===== config.mk =====
export PLATFORM = sky130hd
export DESIGN_NAME = dmt_queue
export DESIGN_NICKNAME = d
export VERILOG_FILES = /design/src/rtl/core/dmt_pkg.sv /design/src/rtl/core/dmt_queue.sv
export SDC_FILE = /design/constraint.sdc
export NUM_CORES = 1
export LEC_CHECK = 0
export BUFFER_PORTS_ARGS = -buffer_cell sky130_fd_sc_hd__buf_2
export CORE_MARGIN = 8
export CORE_UTILIZATION = 50
export DETAILED_ROUTE_END_ITERATION = 8
export PLACE_DENSITY = 0.82
export REMOVE_ABC_BUFFERS = 1
export SETUP_SLACK_MARGIN = 0.2
export SLEW_MARGIN = 5
export SYNTH_ARGS = -nofsm -noshare
export SYNTH_HDL_FRONTEND = slang
export SYNTH_SLANG_ARGS = --single-unit

===== constraint.sdc =====
create_clock -name clk -period 4.65 [get_ports clk]
set_input_delay 0.465 -clock clk [delete_from_list [all_inputs] [get_ports clk]]
set_output_delay 0.465 -clock clk [all_outputs]
set_load 0.05 [all_outputs]

===== src/rtl/core/dmt_pkg.sv =====
package dmt_pkg;

	localparam int unsigned MtN    = 624;
	localparam int unsigned MtM    = 397;
	localparam int unsigned IdxW   = 10;
	localparam int unsigned QDepth = 4;
	localparam int unsigned QPtrW  = 2;

	localparam logic [31:0] MtInitMul  = 32'd1812433253;
	localparam logic [31:0] MtMatrix   = 32'h9908B0DF;
	localparam logic [31:0] TemperB    = 32'h9D2C5680;
	localparam logic [31:0] TemperC    = 32'hEFC60000;
	localparam logic [31:0] FloatQnan  = 32'h7FC00000;
	localparam logic [31:0] FloatZero  = 32'h00000000;
	localparam logic [31:0] SeedRst    = 32'h00000000;
	localparam logic [31:0] ThrRst     = 32'h80000000;
	localparam logic [31:0] ScaleRst   = 32'h40000000;

	typedef enum logic [2:0] {
		REG_TRAINING  = 3'd0,
		REG_SEED      = 3'd1,
		REG_THRESHOLD = 3'd2,
		REG_SCALE     = 3'd3
	} dmt_reg_t;

	typedef struct packed {
		logic [31:0] value;
		logic        keep;
		logic        mul;
	} dmt_item_t;

	typedef struct packed {
		logic take;
		logic reseed;
	} dmt_gen_ctl_t;

	typedef struct packed {
		logic        vld;
		logic [31:0] word;
	} dmt_gen_sts_t;

	function automatic logic [31:0] dmt_temper(input logic [31:0] x);
		logic [31:0] y;
		y = x ^ (x >> 11);
		y = y ^ ((y << 7) & TemperB);
		y = y ^ ((y << 15) & TemperC);
		y = y ^ (y >> 18);
		return y;
	endfunction

	function automatic logic [31:0] dmt_twist(input logic [31:0] cur, input logic [31:0] nxt,
		input logic [31:0] far);
		logic [31:0] y;
		logic [31:0] v;
		y = {cur[31], nxt[30:0]};
		v = far ^ (y >> 1);
		if (y[0]) begin
			v = v ^ MtMatrix;
		end
		return v;
	endfunction

endpackage


===== src/rtl/core/dmt_queue.sv =====
module dmt_queue (
	input  logic               clk,
	input  logic               arst_n,
	input  logic               push,
	input  dmt_pkg::dmt_item_t push_item,
	output logic               full,
	input  logic               pop,
	output logic               head_vld,
	output dmt_pkg::dmt_item_t head_item
);
	import dmt_pkg::*;

	dmt_item_t        ent_q [QDepth];
	logic [QPtrW-1:0] wr_q;
	logic [QPtrW-1:0] rd_q;
	logic [QPtrW:0]   cnt_q;
	logic             do_pop;

	assign full      = (cnt_q == (QPtrW+1)'(QDepth));
	assign head_vld  = (cnt_q != '0);
	assign head_item = ent_q[rd_q];
	assign do_pop    = pop && head_vld;

	always_ff @(posedge clk) begin
		if (push) begin
			ent_q[wr_q] <= push_item;
		end
	end

	always_ff @(posedge clk or negedge arst_n) begin
		if (!arst_n) begin
			wr_q  <= '0;
			rd_q  <= '0;
			cnt_q <= '0;
		end else begin
			if (push) begin
				wr_q <= wr_q + 1'b1;
			end
			if (do_pop) begin
				rd_q <= rd_q + 1'b1;
			end
			if (push && !do_pop) begin
				cnt_q <= cnt_q + 1'b1;
			end else if (do_pop && !push) begin
				cnt_q <= cnt_q - 1'b1;
			end
		end
	end

endmodule


* Word level (Yosys, flattened, before mapping)
Memories as Yosys holds them, arrays and structs flattened.
Cells that the tools add are included.
** Word-level totals
- Word-level logic and storage cells :: 20
- Memories :: 1
- Memory bits (writable) :: 136
- Output and inout bits :: 36
- Input port bits :: 38
- Register bits :: 7
** Operators by class
- Reduce and logical (&&, ||, !) cells :: 7
- $add $sub $neg :: 4
- Mux-type cells :: 4
- Equality and inequality tests :: 1
** Memories
- ent_q :: depth 4, bits a word 34, read ports 1, clocked after Yosys merged registers in 0, write ports 1, RTL line dmt_queue.sv:13 : dmt_item_t ent_q [QDepth];
** Operators by type and width (number)
- $mux W3 :: 2
- $add A2 B1 Y2 const B :: 2
- $add A3 B1 Y3 const B :: 1
- $eq A3 B3 Y1 const B :: 1
- $logic_and A1 B1 Y1 :: 3
- $reduce_bool A3 Y1 :: 1
- $sub A3 B1 Y3 const B :: 1
- $logic_not A1 Y1 :: 2
- $mux W1 :: 2
- $reduce_bool A2 Y1 :: 1

* Logic depth before layout (Yosys ltp)
- Word-level depth :: 5
- Depth in mapped cells :: 8
- Gate-level depth less buffers :: 8

* Worst setup path after synthesis
OpenSTA, ideal clock, no wires.
- Kind :: reg-to-reg
- From :: register cnt_q[0]
- To :: register cnt_q[2]
- Setup slack :: 2351 ps
- Data arrival time :: 2220 ps
- Buffers on the path :: 0
- Stages on the path, launching flop included :: 9
- Setup time :: 79 ps
- Cells stage by stage :: dfrtp_1 or3_1 nand2_1 ha_1 inv_1 fa_1 xor2_1 nor2_1 xor2_1
** On the way
- Word-level cells in the longest chain between the ends :: 5
** Ends and longest elaborated chain
- start: declaration :: RTL line dmt_queue.sv:16 : logic [QPtrW:0] cnt_q;
- start signal: assignment :: RTL line dmt_queue.sv:43 : cnt_q <= cnt_q + 1'b1;
- start signal: assignment :: RTL line dmt_queue.sv:45 : cnt_q <= cnt_q - 1'b1;
- $reduce_bool A3 Y1 (*) :: RTL line dmt_queue.sv:20 : assign head_vld = (cnt_q != '0);
- net head_vld :: RTL line dmt_queue.sv:8 : output logic head_vld,
- $logic_and A1 B1 Y1 (*) :: RTL line dmt_queue.sv:22 : assign do_pop = pop && head_vld;
- $logic_not A1 Y1 :: RTL line dmt_queue.sv:42 : if (push && !do_pop) begin
- $logic_and A1 B1 Y1 :: RTL line dmt_queue.sv:42
- $mux W3 or $reduce_bool A2 Y1 (tied branches)
Mark *: on every way through the listed nets, which the timed path passes. The rest lies on a longest branch. The select of a mux whose other input is x is not followed.
A chain may end at the register's enable or synchronous reset.

==> flow_summary.json <==
{
  "outcome": "complete, no violations",
  "min_from": "push_item[33]",
  "nets": 342,
  "first_pass_iters": 4,
  "wl_microns": 9198,
  "synth_warnings": 0,
  "r2r-end": "cnt_q[2]$_DFFE_PN0P_",
  "cp_slowest_stage_delay_ns": 0.86,
  "ioPinCount": 74,
  "rows": 37,
  "worstSkewPairLatency_ns": 0.51,
  "cts_tree": "yes",
  "setup_tns_ns": 0,
  "power.density_nw_per_um2": 753.1,
  "overflow": 0,
  "hold_violations": 0,
  "ff2ff_setup_slack_ns": 2.52,
  "worstPathCellList": "buf_4 > mux4_2 > buf_2",
  "place.gp.congestion": 0.6476,
  "final_util_pct": 62.02,
  "initial_utilization_pct": 51.65,
  "grt_pass1_wl_microns": 14460,
  "leakage_nw": 2.265,
  "core_area_sq_um": 10370,
  "cp_max_fo": 24,
  "hold_class": "primary input to flip-flop",
  "slew_headroom_pct": 36.62,
  "yosysSeqAreaShare_pct": 79.51,
  "drv_cap": 0,
  "slowest_stage": "dfrtp_2",
  "cts_max_path_buffers": 2,
  "reg2reg_depth": 8,
  "reg2reg_from": "cnt_q[0]$_DFFE_PN0P_",
  "rsz0062_at_grt": "false",
  "finalSetupViolCount": 0,
  "ys_ff_latch": 143,
  "dp.final_hpwl_microns": 5511,
  "critPathArrivalTime_ns": 2.56,
  "max-vdd-ir-drop_v": 0.0004175,
  "io_buffers": 73,
  "final_cells": 446,
  "path_delay_family": "flip-flops",
  "fp.dieH_microns": 119.5,
  "drc": 0,
  "synth_top_area_share_pct": 76.24,
  "clock_skew_ns": 0.003623,
  "post_drt_wl_per_cell_microns": 20.62,
  "synth.largest_area_cell": "edfxtp_1",
  "cp.required_ns": 4.18,
  "cts-htree-levels": 4,
  "cts_buffers": 17,
  "clk_transition_reported_paths_ns": 0.06,
  "finalMaxSlewViolations": 0,
  "vias": 2387,
  "synth_area_leaders": "edfxtp_1 76%, mux4_2 12%, dfrtp_1 3.3%",
  "synth.avg_cell_area_sq_um": 25.27,
  "crit_buf_inv": 2,
  "antennaDiodeCount": 0,
  "n_fill_cell": 732,
  "min_period_ns": 3.021,
  "dieArea_sq_um": 14280,
  "track_usage_pct": 13.56,
  "hold_depth": 1,
  "dieWidth_microns": 119.5,
  "hold_end": "ent_q[2][33]$_DFFE_PP_",
  "netlist_area_sq_um": 5356,
  "crit_type": "flip-flop to output pin",
  "postCtsSetupBuffers": 0,
  "cp.depth": 3,
  "syn_to_final_growth_pct": 20.07,
  "fin_crit_sh_pct": 64.97,
  "clock-sinks": 143,
  "setup.worst_path.start_class": "flip-flop",
  "crit_path_end_kind": "output pin",
  "synthCells": 212,
  "ant_nets": 0,
  "dr.first_iter.drc_count": 163,
  "final_layout_size_suffix_gt1_share_pct": 44.84,
  "grt_pass1_vias": 2626,
  "yosysUniqueCellTypes": 20,
  "clock-root-buffer": "clkbuf_8",
  "tightestPinTransition_ns": 0.9507,
  "viasPerCell": 5.352,
  "fmax_mhz": 331.0,
  "grt_max_degree": 36,
  "antenna_found_initial": 0,
  "placed_cells": 414
}
[cells in the final DEF (no fill, tap or decap), drive strengths merged]
master / instances
nor2: 1
clkbuf: 17
inv: 5
nand3: 1
buf: 74
xor2: 3
ha: 5
or3: 1
dfrtp: 7
nand2: 2
o21ai: 1
edfxtp: 136
dlygate4sd3: 1
xnor2: 3
bufinv: 4
and2: 4
clkinv: 5
mux2: 1
fa: 1
clkinvlp: 3
mux4: 34
nor3b: 1
[layout make-up]
cell class              instances  area, sq um  share of cell area, %
clock buffers                  17        414.1                  6.440
clock inverters                14        191.4                  2.977
inverters                       3        11.26                 0.1751
multi-input cells              58        999.7                  15.54
flip-flops and latches        143         4262                  66.26
well taps                     136        170.2                  2.646
repair buffers                 75        382.9                  5.953
[sequential cells by signal, indices dropped and copies added (netlist names)]
signal  count
rd_q        2
ent_q     136
cnt_q       3
wr_q        2
[Yosys cell counts]
cell type,count
edfxtp_1,136
buf_6,1
fa_1,1
nand2_1,2
xor2_1,3
buf_12,3
mux4_1,6
xnor2_1,3
ha_1,5
nor2_1,1
nor3b_1,1
buf_2,4
mux2_2,1
o21ai_0,1
inv_1,3
and2_1,4
dfrtp_1,7
nand3_1,1
or3_1,1
mux4_2,28
[per-layer routing]
layer / up-vias / GRT usage, % / share of wire [%]
met3: 10 / 5.720 / 6.4
met5: - / 0 / 0
li1: 1069 / - / -
met1: 1240 / 16.01 / 41
met2: 68 / 21.90 / 51
met4: 0 / 4.918 / 1.2
[where the power goes]
group | switching (mW) | leakage (nW) | internal [mW] | total (mW)
Combinational | 1.09 | 0.648 | 0.505 | 1.59
Clock | 0.500 | 0.288 | 0.868 | 1.37
Sequential | 0.188 | 1.33 | 1.70 | 1.88
Total | 1.77 | 2.26 | 3.07 | 4.84
[cells by family (layout without fill, tap and decap cells)]
| kind of cell | Yosys count | in the layout | share of synthesized area (%) |
|---|---|---|---|
| and+or+nand+nor | 10 | 10 | 1.028 |
| AOI/OAI and AO/OA | 1 | 1 | 0.09335 |
| adders and majority gates | 6 | 6 | 1.542 |
| xor gates and xnor gates | 6 | 6 | 0.9813 |
| DFF | 143 | 143 | 79.51 |
| buffers and inverters | 11 | 109 | 1.915 |
| muxes | 35 | 35 | 14.93 |
[per-stage QoR]
stage	instance area [sq um]	setup slack [ns]	hold WS (ns)	power (mW)
after floorplan	5265	1.801	0.1694	3.136
after global placement	5816	2.154	0.3043	3.496
after detailed placement	5816	2.105	0.3074	3.538
after CTS	6431	1.518	0.1407	4.912
after global routing	6431	1.418	0.1383	5.049
final	6431	1.629	0.1623	4.843
[how the worst max path moves through the flow]
| stage | from | end | slack (ns) |
|---|---|---|---|
| after CTS | rd_q[0]$_DFFE_PN0P_ | head_item[17] | 1.52 |
| after detailed placement | rd_q[0]$_DFFE_PN0P_ | head_item[17] | 2.11 |
| after floorplan | rd_q[0]$_DFFE_PN0P_ | head_item[20] | 1.80 |
| after global routing | rd_q[0]$_DFFE_PN0P_ | head_item[17] | 1.42 |
| after global placement | rd_q[0]$_DFFE_PN0P_ | head_item[14] | 2.15 |
| final | rd_q[0]$_DFFE_PN0P_ | head_item[17] | 1.63 |
[repair_timing]
action | 4_1_cts | 5_1_grt
endpoints found under the hold margin | 7 | 0
hold buffers | 1 | 0
gates resized for setup | 0 | 0
setup endpoints to repair | 0 | 0
No activity file was read; power rests on OpenSTA's default activity.
