`config.mk`:
```
export PLATFORM = sky130hd
export DESIGN_NAME = dmt_back
export DESIGN_NICKNAME = d
export VERILOG_FILES = /design/src/rtl/core/dmt_pkg.sv /design/src/rtl/core/dmt_back.sv
export SDC_FILE = /design/constraint.sdc
export NUM_CORES = 2
export LEC_CHECK = 0
export BUFFER_PORTS_ARGS = -buffer_cell sky130_fd_sc_hd__buf_2
export CAP_MARGIN = 20
export CELL_PAD_IN_SITES_DETAIL_PLACEMENT = 0
export CELL_PAD_IN_SITES_GLOBAL_PLACEMENT = 1
export CORE_MARGIN = 10
export CORE_UTILIZATION = 51
export DETAILED_ROUTE_END_ITERATION = 16
export GPL_TIMING_DRIVEN = 0
export HOLD_SLACK_MARGIN = 0.12
export PLACE_DENSITY = 0.81
export SLEW_MARGIN = 0
export SYNTH_ARGS = -nofsm -noshare
export SYNTH_HDL_FRONTEND = slang
export SYNTH_SLANG_ARGS = --single-unit
```
`constraint.sdc`:
```
create_clock -name clk -period 35.8 [get_ports clk]
set_clock_uncertainty 0.1 [all_clocks]
set_input_delay 3.58 -clock clk [delete_from_list [all_inputs] [get_ports clk]]
set_output_delay 3.58 -clock clk [all_outputs]
set_load 0.1 [all_outputs]
```
`src/rtl/core/dmt_pkg.sv`:
```
package dmt_pkg;

	localparam int unsigned MtN    = 624;
	localparam int unsigned MtM    = 397;
	localparam int unsigned IdxW   = 10;
	localparam int unsigned QDepth = 4;
	localparam int unsigned QPtrW  = 2;

	localparam logic [31:0] MtInitMul  = 32'd1812433253;
	localparam logic [31:0] MtMatrix   = 32'h9908B0DF;
	localparam logic [31:0] TemperB    = 32'h9D2C5680;
	localparam logic [31:0] TemperC    = 32'hEFC60000;
	localparam logic [31:0] FloatQnan  = 32'h7FC00000;
	localparam logic [31:0] FloatZero  = 32'h00000000;
	localparam logic [31:0] SeedRst    = 32'h00000000;
	localparam logic [31:0] ThrRst     = 32'h80000000;
	localparam logic [31:0] ScaleRst   = 32'h40000000;

	typedef enum logic [2:0] {
		REG_TRAINING  = 3'd0,
		REG_SEED      = 3'd1,
		REG_THRESHOLD = 3'd2,
		REG_SCALE     = 3'd3
	} dmt_reg_t;

	typedef struct packed {
		logic [31:0] value;
		logic        keep;
		logic        mul;
	} dmt_item_t;

	typedef struct packed {
		logic take;
		logic reseed;
	} dmt_gen_ctl_t;

	typedef struct packed {
		logic        vld;
		logic [31:0] word;
	} dmt_gen_sts_t;

	function automatic logic [31:0] dmt_temper(input logic [31:0] x);
		logic [31:0] y;
		y = x ^ (x >> 11);
		y = y ^ ((y << 7) & TemperB);
		y = y ^ ((y << 15) & TemperC);
		y = y ^ (y >> 18);
		return y;
	endfunction

	function automatic logic [31:0] dmt_twist(input logic [31:0] cur, input logic [31:0] nxt,
		input logic [31:0] far);
		logic [31:0] y;
		logic [31:0] v;
		y = {cur[31], nxt[30:0]};
		v = far ^ (y >> 1);
		if (y[0]) begin
			v = v ^ MtMatrix;
		end
		return v;
	endfunction

endpackage

```
`src/rtl/core/dmt_back.sv`:
```
module dmt_back (
	input  logic               clk,
	input  logic               arst_n,
	input  logic               q_vld,
	input  dmt_pkg::dmt_item_t q_item,
	output logic               q_pop,
	input  logic [31:0]        scale,
	output logic               m_axis_tvalid,
	input  logic               m_axis_tready,
	output logic [31:0]        m_axis_tdata,
	output logic               m_axis_tuser
);
	import dmt_pkg::*;

	function automatic logic [5:0] lzc48(input logic [47:0] x);
		logic [5:0] n;
		logic       found;
		n     = 6'd0;
		found = 1'b0;
		for (int j = 47; j >= 0; j--) begin
			if (!found) begin
				if (x[j]) begin
					found = 1'b1;
				end else begin
					n = n + 6'd1;
				end
			end
		end
		return n;
	endfunction

	logic en1, en2, en3;

	// stage 1: specials and significand product
	logic [7:0]  ea, eb;
	logic [22:0] ma, mb;
	logic        a_nan, b_nan, a_inf, b_inf, a_zero, b_zero, sgn;
	logic        spec;
	logic [31:0] spec_val;
	logic [23:0] siga, sigb;
	logic [8:0]  esum;

	logic        v_s1, keep_s1, spec_s1, sign_s1;
	logic [31:0] val_s1;
	logic [8:0]  esum_s1;
	logic [47:0] prod_s1;

	logic        v_s2, keep_s2, spec_s2, sign_s2;
	logic [31:0] val_s2;
	logic signed [10:0] e_s2;
	logic [47:0] pn_s2;

	logic        v_s3, keep_s3;
	logic [31:0] data_s3;

	logic [5:0]  lz;
	logic signed [10:0] e_w;
	logic        ovf, normal;
	logic signed [10:0] sh_w;
	logic [5:0]  sh;
	logic [98:0] ext;
	logic [23:0] q;
	logic        guard, sticky;
	logic [30:0] base, enc, rnd;
	logic [31:0] fin;

	assign en3   = !v_s3 || m_axis_tready;
	assign en2   = !v_s2 || en3;
	assign en1   = !v_s1 || en2;
	assign q_pop = en1;

	assign ea = q_item.value[30:23];
	assign ma = q_item.value[22:0];
	assign eb = scale[30:23];
	assign mb = scale[22:0];
	assign a_nan  = (ea == 8'hFF) && (ma != '0);
	assign b_nan  = (eb == 8'hFF) && (mb != '0);
	assign a_inf  = (ea == 8'hFF) && (ma == '0);
	assign b_inf  = (eb == 8'hFF) && (mb == '0);
	assign a_zero = (ea == 8'h00) && (ma == '0);
	assign b_zero = (eb == 8'h00) && (mb == '0);
	assign sgn    = q_item.value[31] ^ scale[31];
	assign siga   = {ea != 8'h00, ma};
	assign sigb   = {eb != 8'h00, mb};
	assign esum   = {1'b0, (ea == 8'h00) ? 8'd1 : ea} + {1'b0, (eb == 8'h00) ? 8'd1 : eb};

	always_comb begin
		spec     = 1'b1;
		spec_val = q_item.value;
		if (!q_item.mul) begin
			spec_val = q_item.value;
		end else if (a_nan || b_nan || (a_inf && b_zero) || (a_zero && b_inf)) begin
			spec_val = FloatQnan;
		end else if (a_inf || b_inf) begin
			spec_val = {sgn, 8'hFF, 23'd0};
		end else if (a_zero || b_zero) begin
			spec_val = {sgn, 31'd0};
		end else begin
			spec = 1'b0;
		end
	end

	// stage 2: normalise
	assign lz  = lzc48(prod_s1);
	assign e_w = $signed({2'b00, esum_s1}) - 11'sd126 - $signed({5'b00000, lz});

	// stage 3: align, round, pack
	assign ovf    = (e_s2 >= 11'sd255);
	assign normal = (e_s2 >= 11'sd1);
	assign sh_w   = 11'sd25 - e_s2;
	always_comb begin
		if (normal) begin
			sh = 6'd24;
		end else if (e_s2 <= -11'sd24) begin
			sh = 6'd49;
		end else begin
			sh = sh_w[5:0];
		end
	end
	assign ext    = {pn_s2, 51'd0} >> sh;
	assign q      = ext[74:51];
	assign guard  = ext[50];
	assign sticky = |ext[49:0];
	assign base   = normal ? {8'(e_s2 - 11'sd1), 23'd0} : 31'd0;
	assign enc    = base + {7'd0, q};
	assign rnd    = enc + {30'd0, guard & (sticky | q[0])};
	assign fin    = ovf ? {sign_s2, 8'hFF, 23'd0} : {sign_s2, rnd};

	always_ff @(posedge clk or negedge arst_n) begin
		if (!arst_n) begin
			v_s1 <= 1'b0;
			v_s2 <= 1'b0;
			v_s3 <= 1'b0;
		end else begin
			if (en1) begin
				v_s1 <= q_vld;
			end
			if (en2) begin
				v_s2 <= v_s1;
			end
			if (en3) begin
				v_s3 <= v_s2;
			end
		end
	end

	always_ff @(posedge clk) begin
		if (en1) begin
			keep_s1 <= q_item.keep;
			spec_s1 <= spec;
			val_s1  <= spec_val;
			sign_s1 <= sgn;
			esum_s1 <= esum;
			prod_s1 <= siga * sigb;
		end
		if (en2) begin
			keep_s2 <= keep_s1;
			spec_s2 <= spec_s1;
			val_s2  <= val_s1;
			sign_s2 <= sign_s1;
			e_s2    <= e_w;
			pn_s2   <= prod_s1 << lz;
		end
		if (en3) begin
			keep_s3 <= keep_s2;
			data_s3 <= spec_s2 ? val_s2 : fin;
		end
	end

	assign m_axis_tvalid = v_s3;
	assign m_axis_tdata  = data_s3;
	assign m_axis_tuser  = keep_s3;

endmodule

```
# Word-level counts from Yosys, hierarchy flattened
# Index checks and enable logic that the tools add are counted.
# W data, S select, Z words.
[op_classes] add_sub_neg=54 mul=1 order_cmp=3 eq_ne=2 shift=2 muxes=200 n_bitwise=4 reduce_logical=29
[op_table] operator="$mux W6" n=96
[op_table] operator="$add A6 B1 Y6 const B" n=47
[op_table] operator="$mux W32" n=5
[op_table] operator="$shr A99 B6 Y75" n=1
[op_table] operator="$mux W1" n=95
[op_table] operator="$mux W31" n=2
[op_table] operator="$reduce_or A50 Y1" n=1
[op_table] operator="$mul A24 B24 Y48" n=1
[op_table] operator="$shl A48 B6 Y48" n=1
[op_table] operator="$logic_not A23 Y1" n=2
[op_table] operator="$reduce_bool A23 Y1" n=2
[op_table] operator="$add A31 B1 Y31" n=1
[op_table] operator="$add A31 B24 Y31" n=1
[op_table] operator="$eq A8 B8 Y1 const B" n=2
[op_table] operator="$logic_not A8 Y1" n=2
[op_table] operator="$mux W8" n=2
[op_table] operator="$reduce_bool A8 Y1" n=2
[op_table] operator="$ge A11 B2 Y1 const B" n=1
[op_table] operator="$ge A11 B9 Y1 const B" n=1
[op_table] operator="$le A11 B6 Y1 const B" n=1
[op_table] operator="$sub A10 B7 Y11" n=1
[op_table] operator="$sub A9 B7 Y10 const B" n=1
[op_table] operator="$add A8 B8 Y9" n=1
[op_table] operator="$logic_and A1 B1 Y1" n=8
[op_table] operator="other kinds (9)" n=18
[word_totals] reg_bits=222 input_bits=70 out_inout_bits=35 word_cells=312

# Longest topological paths before layout
[logic_depth] word_depth=143 depth_mapped=167 ltp_nobuf=165

# Worst setup path after synthesis
# No wires, ideal clock.
[synth_path] kind="flip-flop to flip-flop" from="register prod_s1[45]" to="register e_s2[8] (data pin)" setup_time_ns=0.265 t_arrival_ns=29.250 path_slack_ns=6.185 path_stages_with_launch=167 n_path_buf=3 cell_sequence="edfxtp_1 -> clkbuf_1 -> inv_1 -> a21oi_1 -> nor2_1 -> ha_1 -> nor2b_1 -> o31ai_1 -> inv_1 -> ha_1 -> nand2_1 -> o21ai_0 -> ha_1 -> o21ai_0 -> a21oi_1 -> ha_1 -> mux2_2 -> o21ai_0 -> (+131 left out) -> mux2i_1 -> o21ai_0 -> ha_1 -> nor2b_1 -> a211oi_1 -> o31ai_1 -> clkbuf_1 -> clkbuf_1 -> fa_1 -> nor2b_1 -> o21ai_0 -> nand2b_1 -> a21o_1 -> a21o_1 -> o31ai_1 -> o21ai_0 -> o21ai_0 -> xor2_1"
[synth_between] elab_chain_cells=138 word_cells_on_any_way=184
[synth_lines] element="start, declared" line_no="dmt_back.sv:46" rtl="logic [47:0] prod_s1;"
[synth_lines] element="start signal, assigned" line_no="dmt_back.sv:154" rtl="prod_s1 <= siga * sigb;"
[synth_lines] element="$mux W6" line_no="dmt_back.sv:22" rtl="if (x[j]) begin"
[synth_lines] element="$mux W6" line_no="dmt_back.sv:21" rtl="if (!found) begin"
[synth_lines] element="$add A6 B1 Y6" line_no="dmt_back.sv:25" rtl="n = n + 6'd1;"
[synth_lines] element="$mux W6" line_no="dmt_back.sv:22"
[synth_lines] element="$mux W6" line_no="dmt_back.sv:21"
[synth_lines] element="$add A6 B1 Y6" line_no="dmt_back.sv:25"
[synth_lines] element="$mux W6" line_no="dmt_back.sv:22"
[synth_lines] element="$mux W6" line_no="dmt_back.sv:21"
[synth_lines] element="(+123 left out)"
[synth_lines] element="$add A6 B1 Y6" line_no="dmt_back.sv:25"
[synth_lines] element="$mux W6" line_no="dmt_back.sv:22"
[synth_lines] element="$mux W6" line_no="dmt_back.sv:21"
[synth_lines] element="$add A6 B1 Y6" line_no="dmt_back.sv:25"
[synth_lines] element="$mux W6" line_no="dmt_back.sv:22"
[synth_lines] element="$mux W6 *" line_no="dmt_back.sv:21"
[synth_lines] element="$sub A10 B7 Y11 *" line_no="dmt_back.sv:105" rtl="assign e_w = $signed({2'b00, esum_s1}) - 11'sd126 - $signed({5'b00000, lz});"
[synth_lines] element="via e_w[8]" line_no="dmt_back.sv:57" rtl="logic signed [10:0] e_w;"
[synth_lines] element="end signal, assigned" line_no="dmt_back.sv:161" rtl="e_s2 <= e_w;"
[synth_lines] element="end, declared" line_no="dmt_back.sv:50" rtl="logic signed [10:0] e_s2;"
# The timed path passes the listed nets; every way through them passes the cells marked *.
# A chain may end at the register's enable or synchronous reset.

# Final worst setup path
[layout_path] from="register prod_s1[47]" to="register e_s2[8] (data pin)"
[layout_between] elab_chain_cells=143 word_cells_on_any_way=190
[layout_lines] element="$mux W1" line_no="dmt_back.sv:22"
[layout_lines] element="$add A6 B1 Y6" line_no="dmt_back.sv:25"
[layout_lines] element="$mux W6" line_no="dmt_back.sv:22"
[layout_lines] element="$mux W6" line_no="dmt_back.sv:21"
[layout_lines] element="$add A6 B1 Y6" line_no="dmt_back.sv:25"
[layout_lines] element="$mux W6" line_no="dmt_back.sv:22"
[layout_lines] element="$mux W6" line_no="dmt_back.sv:21"
[layout_lines] element="$add A6 B1 Y6" line_no="dmt_back.sv:25"
[layout_lines] element="(+128 left out)"
[layout_lines] element="$add A6 B1 Y6" line_no="dmt_back.sv:25"
[layout_lines] element="$mux W6" line_no="dmt_back.sv:22"
[layout_lines] element="$mux W6" line_no="dmt_back.sv:21"
[layout_lines] element="$add A6 B1 Y6" line_no="dmt_back.sv:25"
[layout_lines] element="$mux W6" line_no="dmt_back.sv:22"
[layout_lines] element="$mux W6 *" line_no="dmt_back.sv:21"
[layout_lines] element="$sub A10 B7 Y11 *" line_no="dmt_back.sv:105"
[layout_lines] element="via e_w[8]" line_no="dmt_back.sv:57"
# Marks and branches as above.

==> impl_results.md <==
* Outcome: finished clean
* Post-synthesis instance total at 4366
* Data required, critical path at 35.98 ns
* Worst setup path class: reg2reg
* DRC violation total after the first TritonRoute iteration at 2613
* Crit path launch type: flop
* Vertical die dimension at 295 µm
* Via count normalized by instance count at 5.86
* Async set-or-reset flop fraction in the synthesized netlist at 1.35%
* H-tree depth at 1
* Ys flop type: edfxtp_1
* Maximum number of pins on one net before global-route repair at 35
* First-pass GRT wire length at 195000 µm
* Number of storage elements in the synthesis netlist at 222
* Detailed placer's ending HPWL at ~100000 µm
* Worst hold path type: reg2reg
* WL final at 127000 µm
* RD Place Congestion at approximately 0.99
* Number of rows in the core area at 100
* Vias after detailed routing at ~32000
* Dominant delay contributor by cell family on the critical path: adder cells
* Number of optimization iterations in the first detailed-route pass at 6
* Slew @ Worst Pin at 1.13 ns
* Final setup TNS at 0 ns
* Boundary Pins at 105
* Tmin final at 33.03 ns
* Worst setup EP type: flop
* Effective utilization at floorplan at 51.7%
* Critical-path maximum fanout at 10
* Final hold viol count at 0
* Net count of the mapped netlist at 5160
* Buffers added on ports at 91
* # Max-Cap Violations at 0
* Final worst path period share at 92.3%
* Clock tree from TritonCTS: done
* Maximum frequency from static timing analysis at 0.0303 GHz
* Ratio of cells with drive above 1 in the final layout at 5.91%
* Share of synthesized area occupied by flip-flops and latches at 17.2%
* Post-synth EDFFs at about 220
* Non-filler instance count after layout at 5484
* Growth of design area from synthesis to finish at 6.99%
* WP buf/inv at 8
* Per-instance average area after synthesis at 8.86 µm²
* Mapped Area at 38700 µm²
* Total core area at 74800 µm²
* Post-detailed-route DRC marker count at 0
* Distinct cell type count of the synthesized netlist at 89
* Cell Count Post-Placement at around 5400
* Number of warnings printed during yosys synthesis at 0
* Final-stage net count at 5288
* Overall die area at 87300 µm²
* Setup repair after global routing missed its margin: no
* Remaining antenna violation count after routing at 0
* Worst-path cell with the longest stage delay: fa_1
* Clock sinks at 222
* Arrival time at the worst endpoint at 33.21 ns
* Slew HR at around a quarter
* Cell repeated most along the worst path: ha_1
* Number of max-slew violations in the final report at 0
* DIE WIDTH at a little under 300 µm
* Total overflow reported by the global router at 0
* CTS Root Buffer Type: clkbuf_16
* Delay contributed by the slowest stage of the critical path at 0.50 ns
* Routed wire per std cell at between 20 and 25 µm
* Vias in the first global route at 32900
* Clock-pin slew on the worst setup and hold paths at roughly 0.060 ns
* Clock buffers created by TritonCTS at 26
* Max clock buf depth at 3
* Global router's overall resource usage at 29.1%
* Initial antenna violation count at 2
* Clock latency on the worst-skew pair at 0.56 ns
* Number of endpoints failing setup at the final stage at 0
==> synthesized netlist by cell type (all sizes together) (46+ instances only) <==
library cell / n / share of area, %
and3: 58 / 0.94
mux2i: 177 / 4.6
fa: 484 / 25
clkbuf: 228 / 2.2
nor2b: 65 / 1.1
mux4: 48 / 2.8
xor2: 61 / 1.4
and2: 234 / 3.8
nand2: 672 / 6.5
inv: 572 / 5.6
nor2: 276 / 2.7
ha: 240 / 7.8
o21ai: 138 / 1.8
nor3: 69 / 0.91
edfxtp: 219 / 17
xnor2: 128 / 3.2
a21oi: 174 / 2.3
nand3: 46 / 0.60
==> layout by cell type (no fill, tap or decap), types with 29 or more instances in the layout <==
cell,netlist,layout
xnor2_1,118,118
nand2b_1,36,35
nor2_1,276,276
o21ai_0,136,135
fa_1,484,484
a21oi_1,174,174
nand4_1,30,30
and3_1,58,58
nor2b_1,65,65
and2_1,233,233
xor2_1,60,60
inv_1,569,569
nand2_1,671,671
ha_1,240,240
edfxtp_1,219,219
nor3_1,68,68
buf_2,4,95
mux4_2,48,48
nand3_1,46,46
clkbuf_1,227,226
a21o_1,29,29
mux2i_1,177,177
==> timing repair <==
item | in CTS | in global routing
resized for setup | 0 | 13
setup endpoints to repair | 0 | 55
hold buffers | 0 | 0
buffers inserted | 0 | 0
==> kinds of logic after synthesis <==
logic type | count (synthesis) | synth area share (%)
AND/OR/NAND/NOR | 1589 | 19.5
buffers and inverters | 829 | 8.15
adder cells (fa/ha/maj) | 726 | 32.9
AO/OA/AOI/OAI | 555 | 8.92
multiplexers | 239 | 7.78
flip-flops | 222 | 17.2
XOR/XNOR | 205 | 5.53
other | 1 | 0.00969
==> path summary, 6_finish.rpt <==
check / start / end / slack, ns / cells past startpoint
setup reg to reg: prod_s1[47] / e_s2[8] / 2.77 / 165
hold / removal: val_s1[29] / val_s2[29] / 0.32 / 0
setup / recovery: prod_s1[47] / e_s2[8] / 2.77 / 165
min in group asynchronous: arst_n / m_axis_tvalid / 2.73 / 1
max in group asynchronous: arst_n / v_s2 / 32.76 / 1
hold reg to reg: val_s1[29] / val_s2[29] / 0.32 / 0
==> worst reg2reg max path: cells and delay by family (launching register included) <==
family	cells	cell delay [ns]
adders and majority gates	45	14.60
AOI/OAI and AO/OA	52	8.99
and+or+nand+nor	43	4.42
muxes	16	2.74
buffers and inverters	8	1.35
DFF	1	0.44
xor gates and xnor gates	1	0.15
==> flip-flops by register name, indices dropped and copies added (netlist names), 9 cells and up <==
signal        cells
esum_s1           9
pn_s2            48
val_s1           32
m_axis_tdata     32
prod_s1          48
e_s2             11
val_s2           32
==> final cells by class <==
| cell class | count | area [µm²] |
|---|---|---|
| flip-flops and latches | 222 | 6650 |
| fillers | 7067 | 33400 |
| plain buffers | 254 | 997 |
| multi-input cells | 3315 | 28900 |
| clock inverters | 17 | 171 |
| diodes | 1 | 2.50 |
| well taps | 969 | 1210 |
| inverters | 574 | 2150 |
| repair buffers | 101 | 606 |
| clock buffers | 31 | 689 |
==> stage by stage <==
step / worst slack [ns] / hold WS (ns) / cell area, µm² / util, %
after floorplan: 6.19 / 0.300 / 38700 / -
after global placement: 2.14 / 0.301 / 40300 / 53.9
after detailed placement: 1.93 / 0.305 / 40500 / 54.1
after CTS: 1.76 / 0.317 / 41400 / 55.3
after global routing: 0.0373 / 0.319 / 41400 / 55.3
final: 2.77 / 0.318 / 41400 / 55.3
==> per-layer routing <==
metal	up-vias	track usage, %	part of all wire, %
met5	-	0	0
met4	0	14.2	5.7
met3	356	5.00	7.4
met2	1287	49.3	48
met1	15900	35.8	39
li1	14600	-	-
Power is left out: the tool's default activity adds up to more than one toggle a clock period on the data nets, which glitch-free logic cannot reach.
