==> config.mk <==
export PLATFORM = sky130hd
export DESIGN_NAME = dmt_front
export DESIGN_NICKNAME = d
export VERILOG_FILES = /design/src/rtl/core/dmt_pkg.sv /design/src/rtl/core/dmt_front.sv
export SDC_FILE = /design/constraint.sdc
export NUM_CORES = 1
export LEC_CHECK = 0
export ABC_CLOCK_PERIOD_IN_PS = 3300
export BUFFER_PORTS_ARGS = -buffer_cell sky130_fd_sc_hd__buf_2
export CORE_ASPECT_RATIO = 1.25
export CORE_MARGIN = 5
export CORE_UTILIZATION = 40
export DETAILED_ROUTE_END_ITERATION = 6
export PLACE_DENSITY_LB_ADDON = 0.2
export SLEW_MARGIN = 20
export SYNTH_ARGS = -nofsm -noshare
export SYNTH_HDL_FRONTEND = slang
export SYNTH_SLANG_ARGS = --single-unit
==> constraint.sdc <==
create_clock -name clk -period 3.3 [get_ports clk]
set_input_delay 0.495 -clock clk [delete_from_list [all_inputs] [get_ports clk]]
set_output_delay 0.495 -clock clk [all_outputs]
set_load 0.05 [all_outputs]
==> src/rtl/core/dmt_pkg.sv <==
package dmt_pkg;

	localparam int unsigned MtN    = 624;
	localparam int unsigned MtM    = 397;
	localparam int unsigned IdxW   = 10;
	localparam int unsigned QDepth = 4;
	localparam int unsigned QPtrW  = 2;

	localparam logic [31:0] MtInitMul  = 32'd1812433253;
	localparam logic [31:0] MtMatrix   = 32'h9908B0DF;
	localparam logic [31:0] TemperB    = 32'h9D2C5680;
	localparam logic [31:0] TemperC    = 32'hEFC60000;
	localparam logic [31:0] FloatQnan  = 32'h7FC00000;
	localparam logic [31:0] FloatZero  = 32'h00000000;
	localparam logic [31:0] SeedRst    = 32'h00000000;
	localparam logic [31:0] ThrRst     = 32'h80000000;
	localparam logic [31:0] ScaleRst   = 32'h40000000;

	typedef enum logic [2:0] {
		REG_TRAINING  = 3'd0,
		REG_SEED      = 3'd1,
		REG_THRESHOLD = 3'd2,
		REG_SCALE     = 3'd3
	} dmt_reg_t;

	typedef struct packed {
		logic [31:0] value;
		logic        keep;
		logic        mul;
	} dmt_item_t;

	typedef struct packed {
		logic take;
		logic reseed;
	} dmt_gen_ctl_t;

	typedef struct packed {
		logic        vld;
		logic [31:0] word;
	} dmt_gen_sts_t;

	function automatic logic [31:0] dmt_temper(input logic [31:0] x);
		logic [31:0] y;
		y = x ^ (x >> 11);
		y = y ^ ((y << 7) & TemperB);
		y = y ^ ((y << 15) & TemperC);
		y = y ^ (y >> 18);
		return y;
	endfunction

	function automatic logic [31:0] dmt_twist(input logic [31:0] cur, input logic [31:0] nxt,
		input logic [31:0] far);
		logic [31:0] y;
		logic [31:0] v;
		y = {cur[31], nxt[30:0]};
		v = far ^ (y >> 1);
		if (y[0]) begin
			v = v ^ MtMatrix;
		end
		return v;
	endfunction

endpackage

==> src/rtl/core/dmt_front.sv <==
module dmt_front (
	input  logic                  clk,
	input  logic                  arst_n,
	input  logic                  s_axis_tvalid,
	output logic                  s_axis_tready,
	input  logic [31:0]           s_axis_tdata,
	input  logic                  s_axis_tlast,
	input  logic                  cfg_valid,
	output logic                  cfg_ready,
	input  logic [2:0]            cfg_index,
	input  logic [31:0]           cfg_data,
	input  dmt_pkg::dmt_gen_sts_t sts,
	output dmt_pkg::dmt_gen_ctl_t ctl,
	output logic [31:0]           seed,
	output logic [31:0]           scale,
	input  logic                  q_full,
	output logic                  q_push,
	output dmt_pkg::dmt_item_t    q_item
);
	import dmt_pkg::*;

	logic        training_q;
	logic [31:0] seed_q;
	logic [31:0] thr_q;
	logic [31:0] scale_q;
	logic        draw;
	logic        keep;
	logic        acc;
	logic        seed_wr;

	assign cfg_ready     = 1'b1;
	assign draw          = training_q && (thr_q != 32'd0);
	assign s_axis_tready = !q_full && (!draw || sts.vld);
	assign acc           = s_axis_tvalid && s_axis_tready;
	assign keep          = !draw || (sts.word >= thr_q);
	assign seed_wr       = cfg_valid && (cfg_index == REG_SEED);

	assign q_push       = acc;
	assign q_item.value = keep ? s_axis_tdata : FloatZero;
	assign q_item.keep  = keep;
	assign q_item.mul   = draw && keep;

	assign ctl.take   = acc && draw;
	assign ctl.reseed = (acc && s_axis_tlast) || seed_wr;

	assign seed  = seed_q;
	assign scale = scale_q;

	always_ff @(posedge clk or negedge arst_n) begin
		if (!arst_n) begin
			training_q <= 1'b0;
			seed_q     <= SeedRst;
			thr_q      <= ThrRst;
			scale_q    <= ScaleRst;
		end else if (cfg_valid) begin
			unique case (cfg_index)
				REG_TRAINING:  training_q <= cfg_data[0];
				REG_SEED:      seed_q     <= cfg_data;
				REG_THRESHOLD: thr_q      <= cfg_data;
				REG_SCALE:     scale_q    <= cfg_data;
				default: begin
				end
			endcase
		end
	end

endmodule

=== Word-level counts from Yosys, hierarchy flattened ===
Cells that the tools add are included.

* Register bits: 97
* Input port bits: 106
* Output and inout bits: 103

* Magnitude comparators: 1
* Equal/unequal tests: 3
* Multiplexer cells: 1
* Reductions and logical operators: 18

{| class="wikitable"
|+ Operators with widths
! cell !! count
|-
| >= comparator 32 bit || 1
|-
| 2-to-1 mux 32 bit || 1
|-
| nonzero test 32 bit || 1
|-
| AND reduction 2 bit || 4
|-
| logical AND 1 bit || 7
|-
| equality test 3 x 2 -> 1 bit, second input constant || 2
|-
| equality test 3 x 1 -> 1 bit, second input constant || 1
|-
| zero test 3 bit || 1
|-
| logical OR 1 bit || 3
|-
| zero test 1 bit || 2
|}

=== Longest topological paths before layout ===
Gate-level depths: netlist (run 1).

* Depth after elaboration: 8
* Gate-level depth with buffers: 9

=== Worst setup path after synthesis (run 1) ===
Ideal clock, no wire load.

* Path kind: reg2out
* From: register thr_q[31]
* To: output ctl[1] (netlist name)
* Arrival time: 2.370 ns
* Path slack: 0.435 ns
* Cell stages (with the launch flop): 5
* Cell sequence: dfstp_2 > nor4_1 > nand4_1 > o21ai_2 > nor4b_1

{| class="wikitable"
|+ RTL lines
! item !! line !! text
|-
| from (decl) || dmt_front.sv:24 || <nowiki>logic [31:0] thr_q;</nowiki>
|-
| from (signal assigned) || dmt_front.sv:53 || <nowiki>thr_q <= ThrRst;</nowiki>
|-
| from (signal assigned) || dmt_front.sv:59 || <nowiki>REG_THRESHOLD: thr_q <= cfg_data;</nowiki>
|-
| to (decl) || dmt_front.sv:13 || <nowiki>output dmt_pkg::dmt_gen_ctl_t ctl,</nowiki>
|}

==> flow_summary.json, run 1 <==
{
  "die_h_um": 135,
  "p_leak_uw": 0.00323,
  "antenna_cells": 0,
  "die_w_um": 110,
  "post-route-cell-area_um2": 6560,
  "clock_sinks": 97,
  "cts_tree": "yes",
  "regToRegSetupSlack_ns": 2.48,
  "busiest_layer": "met2",
  "rows": 45,
  "synthAdderAreaFrac_pct": 8.02,
  "drc": 0,
  "fmax_ghz": 0.316,
  "syn_area_um2": 4990,
  "core_area_um2": 12200,
  "clock_path_buffers": 2,
  "reg2regPathDepth": 2,
  "antenna_found_initial": 0,
  "ys_warn_count": 0,
  "place_congestion": 0.732,
  "fin_crit_ns": 3.16,
  "cts_setup_buffers": 0,
  "grt_use_met2_pct": 32.0,
  "power.density_nw_per_um2": 698,
  "ys_seq_elements": 97,
  "vdd_drop_max_mv": 0.307,
  "end_kind": "output pin",
  "dp_hpwl_um": 10500,
  "critPathRequiredTime_ns": 2.80,
  "finalSetupViolCount": 0,
  "reg2reg_from": "thr_q[31]",
  "clockRootBuffer": "clkbuf_16",
  "synth.area.mux_share_pct": 14.9,
  "status": "finished clean",
  "maxSlewHeadroom_pct": 49.4,
  "drt_iter0_markers": 54,
  "tns_ns": 0,
  "dieArea_um2": 14800,
  "grt_max_degree": 60,
  "path_clk_slew_ns": 0.06,
  "drv_cap": 0,
  "dpl-instance-area_um2": 6230,
  "period_share_pct": 95.7,
  "r2r-end": "thr_q[31]",
  "wl_um": 12900,
  "synth.avg_cell_area_um2": 12.0,
  "vias": 3927,
  "synth_xor_area_share_pct": 0,
  "cts_made_buffers": 9,
  "start_util_pct": 40.9,
  "criticalPathCategory": "reg -> out",
  "grt_overflow": 0,
  "grt_pass1_wl_um": 20000,
  "hold_violations": 0,
  "rsz0062_at_grt": "no",
  "synth_top_family_by_area": "compound AO/OA/AOI/OAI gates",
  "drive_gt1_share_pct": 54.5,
  "grt_usage_pct": 17.3,
  "clock_skew_ns": 0,
  "htree_levels": 3,
  "worstHoldPathType": "in -> async",
  "antenna_left": 0,
  "synthCells": 417,
  "grtUsageMet1_pct": 18.4,
  "boundaryPins": 209,
  "cp.arrival_ns": 2.66,
  "num-nets-final": 760,
  "synth_cell_types": 43,
  "grt_pass1_vias": 4093,
  "synthSimpleGateAreaFrac_pct": 7.14,
  "synth_compound_area_share_pct": 15.7,
  "first_pass_iters": 4,
  "wl_per_cell_um": 16.4,
  "crit_fanout": 34,
  "worstMarginPinSlew_ns": 0.759,
  "syn_to_final_growth_pct": 31.3,
  "gr-usage-met3_pct": 4.40,
  "yosysSeqAreaShare_pct": 48.7,
  "drv_slew": 0,
  "via_per_inst": 4.96,
  "io_buffers": 207,
  "critPathLaunchType": "flip-flop",
  "clock_latency_ns": 0.33,
  "whs_ns": 0.216,
  "synth_fp_nets": 555
}
Yosys cell counts, drive strengths merged:
| cell type | instances | share of area (%) |
|---|---|---|
| a2111oi | 1 | 0.55 |
| a211o | 1 | 0.18 |
| a211oi | 1 | 0.40 |
| a21boi | 32 | 7.0 |
| a21o | 4 | 0.75 |
| a21oi | 13 | 1.5 |
| a221oi | 1 | 0.30 |
| a22oi | 1 | 0.25 |
| and2 | 2 | 0.25 |
| and4 | 1 | 0.18 |
| buf | 16 | 2.4 |
| clkbuf | 6 | 0.45 |
| conb | 1 | 0.075 |
| dfrtp | 95 | 48 |
| dfstp | 2 | 1.1 |
| ha | 32 | 8.0 |
| inv | 35 | 2.6 |
| mux2 | 66 | 15 |
| nand2 | 37 | 2.8 |
| nand2b | 1 | 0.28 |
| nand3 | 1 | 0.10 |
| nand4 | 7 | 0.88 |
| nand4b | 1 | 0.18 |
| nor2 | 4 | 0.30 |
| nor3 | 1 | 0.10 |
| nor4 | 8 | 1.0 |
| nor4b | 3 | 0.65 |
| nor4bb | 2 | 0.40 |
| o21a | 3 | 0.45 |
| o21ai | 36 | 3.7 |
| o21bai | 1 | 0.15 |
| o31ai | 1 | 0.15 |
| o41ai | 1 | 0.33 |
stage by stage:
| stage | cells | power (µW) | utilization, % | setup WS, ns |
|---|---|---|---|---|
| finish | 791 | 4580 | 53.7 | 0.140 |
| global route | 791 | 4820 | 53.7 | 0.0111 |
| CTS | 791 | 4630 | 53.5 | 0.0172 |
| detailed placement | 775 | 3570 | 51.0 | 0.267 |
| global placement | 775 | 3530 | 51.0 | 0.287 |
| floorplan | 417 | 3070 | - | 0.435 |
area by class of cell:
class	instances	area [µm²]
Inverter	35	131
Fill cell	1081	5660
Tap cell	164	205
Clock buffer	12	246
Sequential cell	97	2430
Timing Repair Buffer	216	1170
Multi-Input combinational cell	263	2330
Clock inverter	4	52.6
cells in the final DEF, fill, tap and decap left out, types with 2 or more instances in the layout:
master      netlist  layout
nor2_1            4       4
nor4bb_4          0       2
a21boi_1          3       3
nor4b_1           2       2
nand2_1          36      36
buf_12            0       3
nor4_1            8       8
a21boi_2         29      29
and2_1            2       2
dfstp_2           2       2
clkbuf_1          6       2
a21oi_1          10      10
dfrtp_1          95      95
clkinvlp_4        0       3
clkbuf_4          0       8
a21oi_2           3       3
ha_1             32      32
nand4_1           7       7
o21ai_0          32      32
a21o_1            3       3
inv_1            35      35
o21ai_1           3       3
clkbuf_16         0       9
mux2_2           66      66
buf_2             7     197
buf_4             2       8
o21a_1            3       3
how the worst max path moves through the flow:
| stage | startpoint | endpoint | slack [ns] | depth (start not counted) |
|---|---|---|---|---|
| global route | thr_q[31] | q_item[29] | 0.01 | 9 |
| finish | thr_q[31] | q_item[27] | 0.14 | 9 |
| detailed placement | sts[31] | q_item[31] | 0.27 | 9 |
| global placement | sts[31] | q_item[26] | 0.29 | 9 |
| CTS | thr_q[31] | q_item[26] | 0.02 | 9 |
| floorplan | thr_q[31] | ctl[1] | 0.43 | 4 |
worst max-delay path, cell delays in order, from the launching register on:
cell      delay, ns
dfstp_2        0.53
inv_1          0.05
ha_1           0.31
nand4_1        0.20
nor4b_4        0.33
and2_1         0.19
a22oi_2        0.08
buf_12         0.21
a21boi_2       0.14
buf_2          0.27
power by group:
part / switching [µW] / total (µW) / internal, µW
logic: 1370 / 1950 / 581
clock network: 431 / 1040 / 609
registers: 133 / 1580 / 1450
total: 1930 / 4580 / 2640
metal layers:
metal	up-vias	part of all wire (%)
li1	1882	-
met1	1865	37
met2	158	52
met3	22	9.1
met4	0	2.2
met5	-	0
cell families after synthesis:
group / after synthesis
flops: 97
compound gates: 96
simple gates: 68
mux: 66
buf+inv: 57
fa+ha+maj: 32
other cells: 1
timing repair:
item	4_1_cts	5_1_grt
pin swaps	0	1
gates resized for setup	2	8
hold buffers	0	0
setup endpoints to repair	10	33
registers in the layout, indices dropped and copies added (netlist names):
register    flops
seed           32
thr_q          32
training_q      1
scale          32
Power figures use the tool's default switching activity.
==> run 2: changes to the inputs <==
--- a/config.mk
+++ b/config.mk
@@ -11,6 +11,7 @@
 export CORE_MARGIN = 5
 export CORE_UTILIZATION = 40
 export DETAILED_ROUTE_END_ITERATION = 6
+export MAX_ROUTING_LAYER = met4
 export PLACE_DENSITY_LB_ADDON = 0.2
 export SLEW_MARGIN = 20
 export SYNTH_ARGS = -nofsm -noshare
==> run 2 against run 1 <==
Against the previous run: utilization unchanged; cell count unchanged; global-route usage increased by 0.44 points; clock power about the same; final area unchanged; via count about the same; combinational power about the same; sequential share of layout area unchanged; non-clock buffer count unchanged; power about the same.
==> flow_summary.json, run 2 (synthesis gave the netlist of run 1 again) <==
{
  "antenna_cells": 0,
  "cts_tree": "yes",
  "boundaryPins": 209,
  "wl_um": 12900,
  "whs_ns": 0.215,
  "wl_met1_um": 4880,
  "worstMarginPinSlew_ns": 0.756,
  "clockRootBuffer": "clkbuf_16",
  "drc": 0,
  "die_h_um": 135,
  "layout.cells.non_filler": 791,
  "syn_to_final_growth_pct": 31.3,
  "grt_max_degree": 60,
  "p_leak_uw": 0.00323,
  "hold_buffers": 0,
  "fin_crit_ns": 3.16,
  "first_pass_iters": 4,
  "rows": 45,
  "status": "finished clean",
  "vdd_drop_max_mv": 0.307,
  "p_switching_uw": 1940,
  "end_kind": "output pin",
  "crit_fanout": 34,
  "worstHoldPathType": "in -> async",
  "final_cell_mix": "197 x buf_2, 95 x dfrtp_1, 66 x mux2_2",
  "drive_gt1_share_pct": 54.5,
  "criticalPathCategory": "reg -> out",
  "clock_path_buffers": 2,
  "drv_cap": 0,
  "grt_usage_pct": 17.7,
  "finalSetupViolCount": 0,
  "cts_made_buffers": 9,
  "maxSlewHeadroom_pct": 49.6,
  "regToRegSetupSlack_ns": 2.48,
  "pwr-share-clk_pct": 22.7,
  "path_clk_slew_ns": 0.06,
  "start_util_pct": 40.9,
  "swShare_pct": 42.3,
  "clock_latency_ns": 0.33,
  "place_congestion": 0.742,
  "reg2reg_from": "thr_q[31]",
  "grt_pass1_wl_um": 19900,
  "reg2regPathDepth": 2,
  "highest_layer": "met4",
  "grt_pass1_vias": 4101,
  "power.density_nw_per_um2": 698,
  "seqPwrFrac_pct": 34.6,
  "via_per_inst": 4.96,
  "antenna_found_initial": 0,
  "final_common_cell": "buf_2",
  "finalPower_uw": 4580,
  "hold_violations": 0,
  "critPathLaunchType": "flip-flop",
  "drt_iter0_markers": 51,
  "p_int_uw": 2640,
  "cts_setup_buffers": 0,
  "period_share_pct": 95.6,
  "htree_levels": 3,
  "clock_skew_ns": 0,
  "dieArea_um2": 14800,
  "die_w_um": 110,
  "dp_hpwl_um": 10500,
  "num-nets-final": 760,
  "core_area_um2": 12200,
  "clock_sinks": 97,
  "antenna_left": 0,
  "critPathRequiredTime_ns": 2.80,
  "wl_met2_um": 6720,
  "r2r-end": "thr_q[31]",
  "p_comb_share_pct": 42.7,
  "io_buffers": 207,
  "drv_slew": 0,
  "route.met3.wl_um": 1050,
  "grt_overflow": 0,
  "dp_cells": 775,
  "tns_ns": 0,
  "vias": 3925,
  "rsz0062_at_grt": "no",
  "cp.arrival_ns": 2.66,
  "fmax_ghz": 0.317,
  "wl_per_cell_um": 16.4
}
-- run 2: cell counts in the layout (fill, tap and decap cells not counted) --
Identical to the previous run, type by type.
-- run 2: worst max-delay path by stage --
stage / end / from / cells past startpoint / slack, ns
floorplan: ctl[1] / thr_q[31] / 4 / 0.43
global placement: q_item[26] / sts[31] / 9 / 0.29
detailed placement: q_item[31] / sts[31] / 9 / 0.27
CTS: q_item[26] / thr_q[31] / 9 / 0.02
global route: q_item[29] / thr_q[31] / 9 / 0.01
finish: q_item[27] / thr_q[31] / 9 / 0.14
-- run 2: layer usage --
layer / up-vias / track usage [%]
li1: 1882 / -
met5: - / -
met1: 1863 / 18.7
met3: 24 / 3.49
met2: 156 / 32.0
met4: 0 / 6.51
-- run 2: stage by stage --
step	setup WS (ns)	instance area [µm²]	utilization, %
after global routing	0.0111	6560	53.7
after CTS	0.0172	6540	53.5
final	0.145	6560	53.7
after global placement	0.287	6230	51.0
after floorplan	0.435	4990	-
after detailed placement	0.267	6230	51.0
-- run 2: power groups by stage --
stage                     sequential, µW  combinational [µW]  clock, µW
after floorplan                     2200                 871          0
after global placement              1600                1930          0
after detailed placement            1610                1960          0
after CTS                           1590                1970       1070
after global routing                1620                2080       1120
final                               1580                1950       1040
-- run 2: final cells by class --
type | instances | area, µm²
fillers | 1081 | 5660
flip-flops and latches | 97 | 2430
multi-input cells | 263 | 2330
repair buffers | 216 | 1170
clock buffers | 12 | 246
well taps | 164 | 205
inverters | 35 | 131
clock inverters | 4 | 52.6
-- run 2: critical path, cell delays in order, from the launching register on --
cell	delay, ns
dfstp_2	0.53
inv_1	0.05
ha_1	0.31
nand4_1	0.20
nor4b_4	0.32
and2_1	0.19
a22oi_2	0.08
buf_12	0.21
a21boi_2	0.14
buf_2	0.27
-- run 2: repair_timing --
action	CTS	global route
endpoints found under the setup margin	10	33
pin swaps	0	1
gates resized for setup	2	8
==> run 3: changes to the inputs <==
--- a/config.mk
+++ b/config.mk
@@ -5,8 +5,9 @@
 export SDC_FILE = /design/constraint.sdc
 export NUM_CORES = 1
 export LEC_CHECK = 0
-export ABC_CLOCK_PERIOD_IN_PS = 3300
+export ABC_CLOCK_PERIOD_IN_PS = 2700
 export BUFFER_PORTS_ARGS = -buffer_cell sky130_fd_sc_hd__buf_2
+export CAP_MARGIN = 10
 export CORE_ASPECT_RATIO = 1.25
 export CORE_MARGIN = 5
 export CORE_UTILIZATION = 40
==> constraint.sdc (replaced) <==
create_clock -name clk -period 2.7 [get_ports clk]
set_input_delay 0.405 -clock clk [delete_from_list [all_inputs] [get_ports clk]]
set_output_delay 0.405 -clock clk [all_outputs]
set_load 0.05 [all_outputs]
==> run 3 against run 2 <==
Against the previous run: the flow now finishes with violations (setup timing); clock power up 35%; largest cell class is now multi-input gates; sequential power up 24%; register-to-register slack worse by 0.70 ns; worst setup slack worse by 0.41 ns; critical path type unchanged.
==> flow_summary.json, run 3 (synthesis gave the netlist of run 1 again) <==
{
  "via_per_inst": 5.02,
  "boundaryPins": 209,
  "clock_skew_ns": 0,
  "highest_layer": "met4",
  "cts_tree": "yes",
  "vias": 4119,
  "fillCellCount": 1004,
  "place_congestion": 0.762,
  "period_share_pct": 110,
  "clock_path_buffers": 2,
  "final_common_cell": "buf_2",
  "power.density_nw_per_um2": 829,
  "grt_pass1_wl_um": 21400,
  "htree_levels": 3,
  "dpl-instance-area_um2": 6230,
  "critPathRequiredTime_ns": 2.30,
  "tns_ns": -7.88,
  "clock_latency_ns": 0.33,
  "rows": 45,
  "antenna_cells": 0,
  "num-nets-final": 790,
  "first_pass_iters": 3,
  "hold_buffers": 0,
  "p_leak_uw": 0.00356,
  "end_kind": "output pin",
  "finalSetupViolCount": 35,
  "fin_util_pct": 61.0,
  "route.met3.wl_um": 979,
  "worstHoldPathType": "in -> async",
  "clockRootBuffer": "clkbuf_16",
  "core_area_um2": 12200,
  "rsz0062_at_grt": "yes",
  "fin_crit_ns": 2.96,
  "dieArea_um2": 14800,
  "grt_usage_pct": 19.1,
  "crit_fanout": 5,
  "wl_met2_um": 8200,
  "setup_ws_ns": -0.261,
  "drive_gt1_share_pct": 61.9,
  "path_clk_slew_ns": 0.07,
  "syn_to_final_growth_pct": 49.3,
  "post-route-cell-area_um2": 7460,
  "die_h_um": 135,
  "drt_iter0_markers": 132,
  "hold_violations": 0,
  "maxSlewHeadroom_pct": 59.2,
  "final_cell_mix": "170 x buf_2, 95 x dfrtp_1, 66 x mux2_2",
  "antenna_left": 0,
  "grt_max_degree": 63,
  "status": "complete, but fails checks",
  "die_w_um": 110,
  "violations": "setup timing",
  "cts_made_buffers": 9,
  "worstMarginPinSlew_ns": 0.612,
  "grt_overflow": 0,
  "vdd_drop_max_mv": 0.424,
  "start_util_pct": 40.9,
  "wl_um": 14800,
  "drv_cap": 0,
  "antenna_found_initial": 0,
  "drv_slew": 0,
  "io_buffers": 207,
  "drc": 0,
  "dp_hpwl_um": 10300,
  "criticalPathCategory": "reg -> out",
  "fmax_ghz": 0.338,
  "critPathLaunchType": "flip-flop",
  "wl_met1_um": 5370,
  "grt_pass1_vias": 4297,
  "clock_sinks": 97,
  "wl_per_cell_um": 18.1,
  "cp.arrival_ns": 2.56
}
==> run 3: cell types whose count changed in the layout (fill, tap and decap cells not counted), sizes merged <==
cell	change
clkinvlp	-1
clkbuf	-6
bufinv	+1
buf	+36
==> run 3: what timing repair did <==
| action | 4_1_cts | 5_1_grt |
|---|---|---|
| gates resized for setup | 87 | 44 |
| buffers inserted | 9 | 14 |
| setup endpoints to repair | 37 | 38 |
| pin swaps | 16 | 24 |
| cloned | 5 | 3 |
==> run 3: critical path, stage by stage (launching register included) <==
cell      delay [ns]
dfstp_2         0.54
inv_2           0.05
ha_4            0.25
nand4_1         0.17
nor4b_4         0.29
and2_1          0.18
a22oi_2         0.07
buf_6           0.18
buf_16          0.14
a21boi_2        0.16
buf_6           0.18
==> run 3: metrics by stage <==
stage	setup slack [ns]	power (µW)	hold WS, ns	instances
6_report	-0.261	6180	0.0657	821
5_1_grt	-0.380	6480	0.114	821
4_1_cts	-0.275	5950	0.0928	805
3_5_place_dp	-0.131	4360	0.459	775
3_3_place_gp	-0.129	4310	0.444	775
2_1_floorplan	-0.0532	3760	0.109	417
==> run 3: area by class of cell <==
type / instances / area, µm² / area share, %
multi-input combinational: 263 / 2610 / 35.1
timing repair buffer: 246 / 1740 / 23.4
sequential: 97 / 2430 / 32.6
inverter: 35 / 131 / 1.76
clock buffer: 12 / 256 / 3.44
tap: 164 / 205 / 2.75
clock inverter: 4 / 75.1 / 1.01
==> run 3: per-layer routing <==
| layer | track usage [%] | up-vias |
|---|---|---|
| met5 | - | - |
| met4 | 5.75 | 0 |
| met3 | 3.73 | 21 |
| met2 | 35.6 | 146 |
| met1 | 19.9 | 2005 |
| li1 | - | 1947 |
==> run 3: power by group <==
part           internal (µW)  switching (µW)
Combinational           1000            1820
Clock                    863             535
Sequential              1770             187
Total                   3640            2540
==> run 3: path summary, 6_finish.rpt <==
check | end | cells after the start | start | slack (ns)
hold / removal | scale[9] | 1 | arst_n | 0.07
max in group asynchronous | scale[30] | 2 | arst_n | 1.89
min in group clk | thr_q[9] | 3 | cfg_data[9] | 0.30
setup / recovery | q_item[17] | 10 | thr_q[31] | -0.26
setup reg to reg | thr_q[31] | 3 | thr_q[31] | 1.78
hold reg to reg | scale[17] | 1 | scale[17] | 0.50
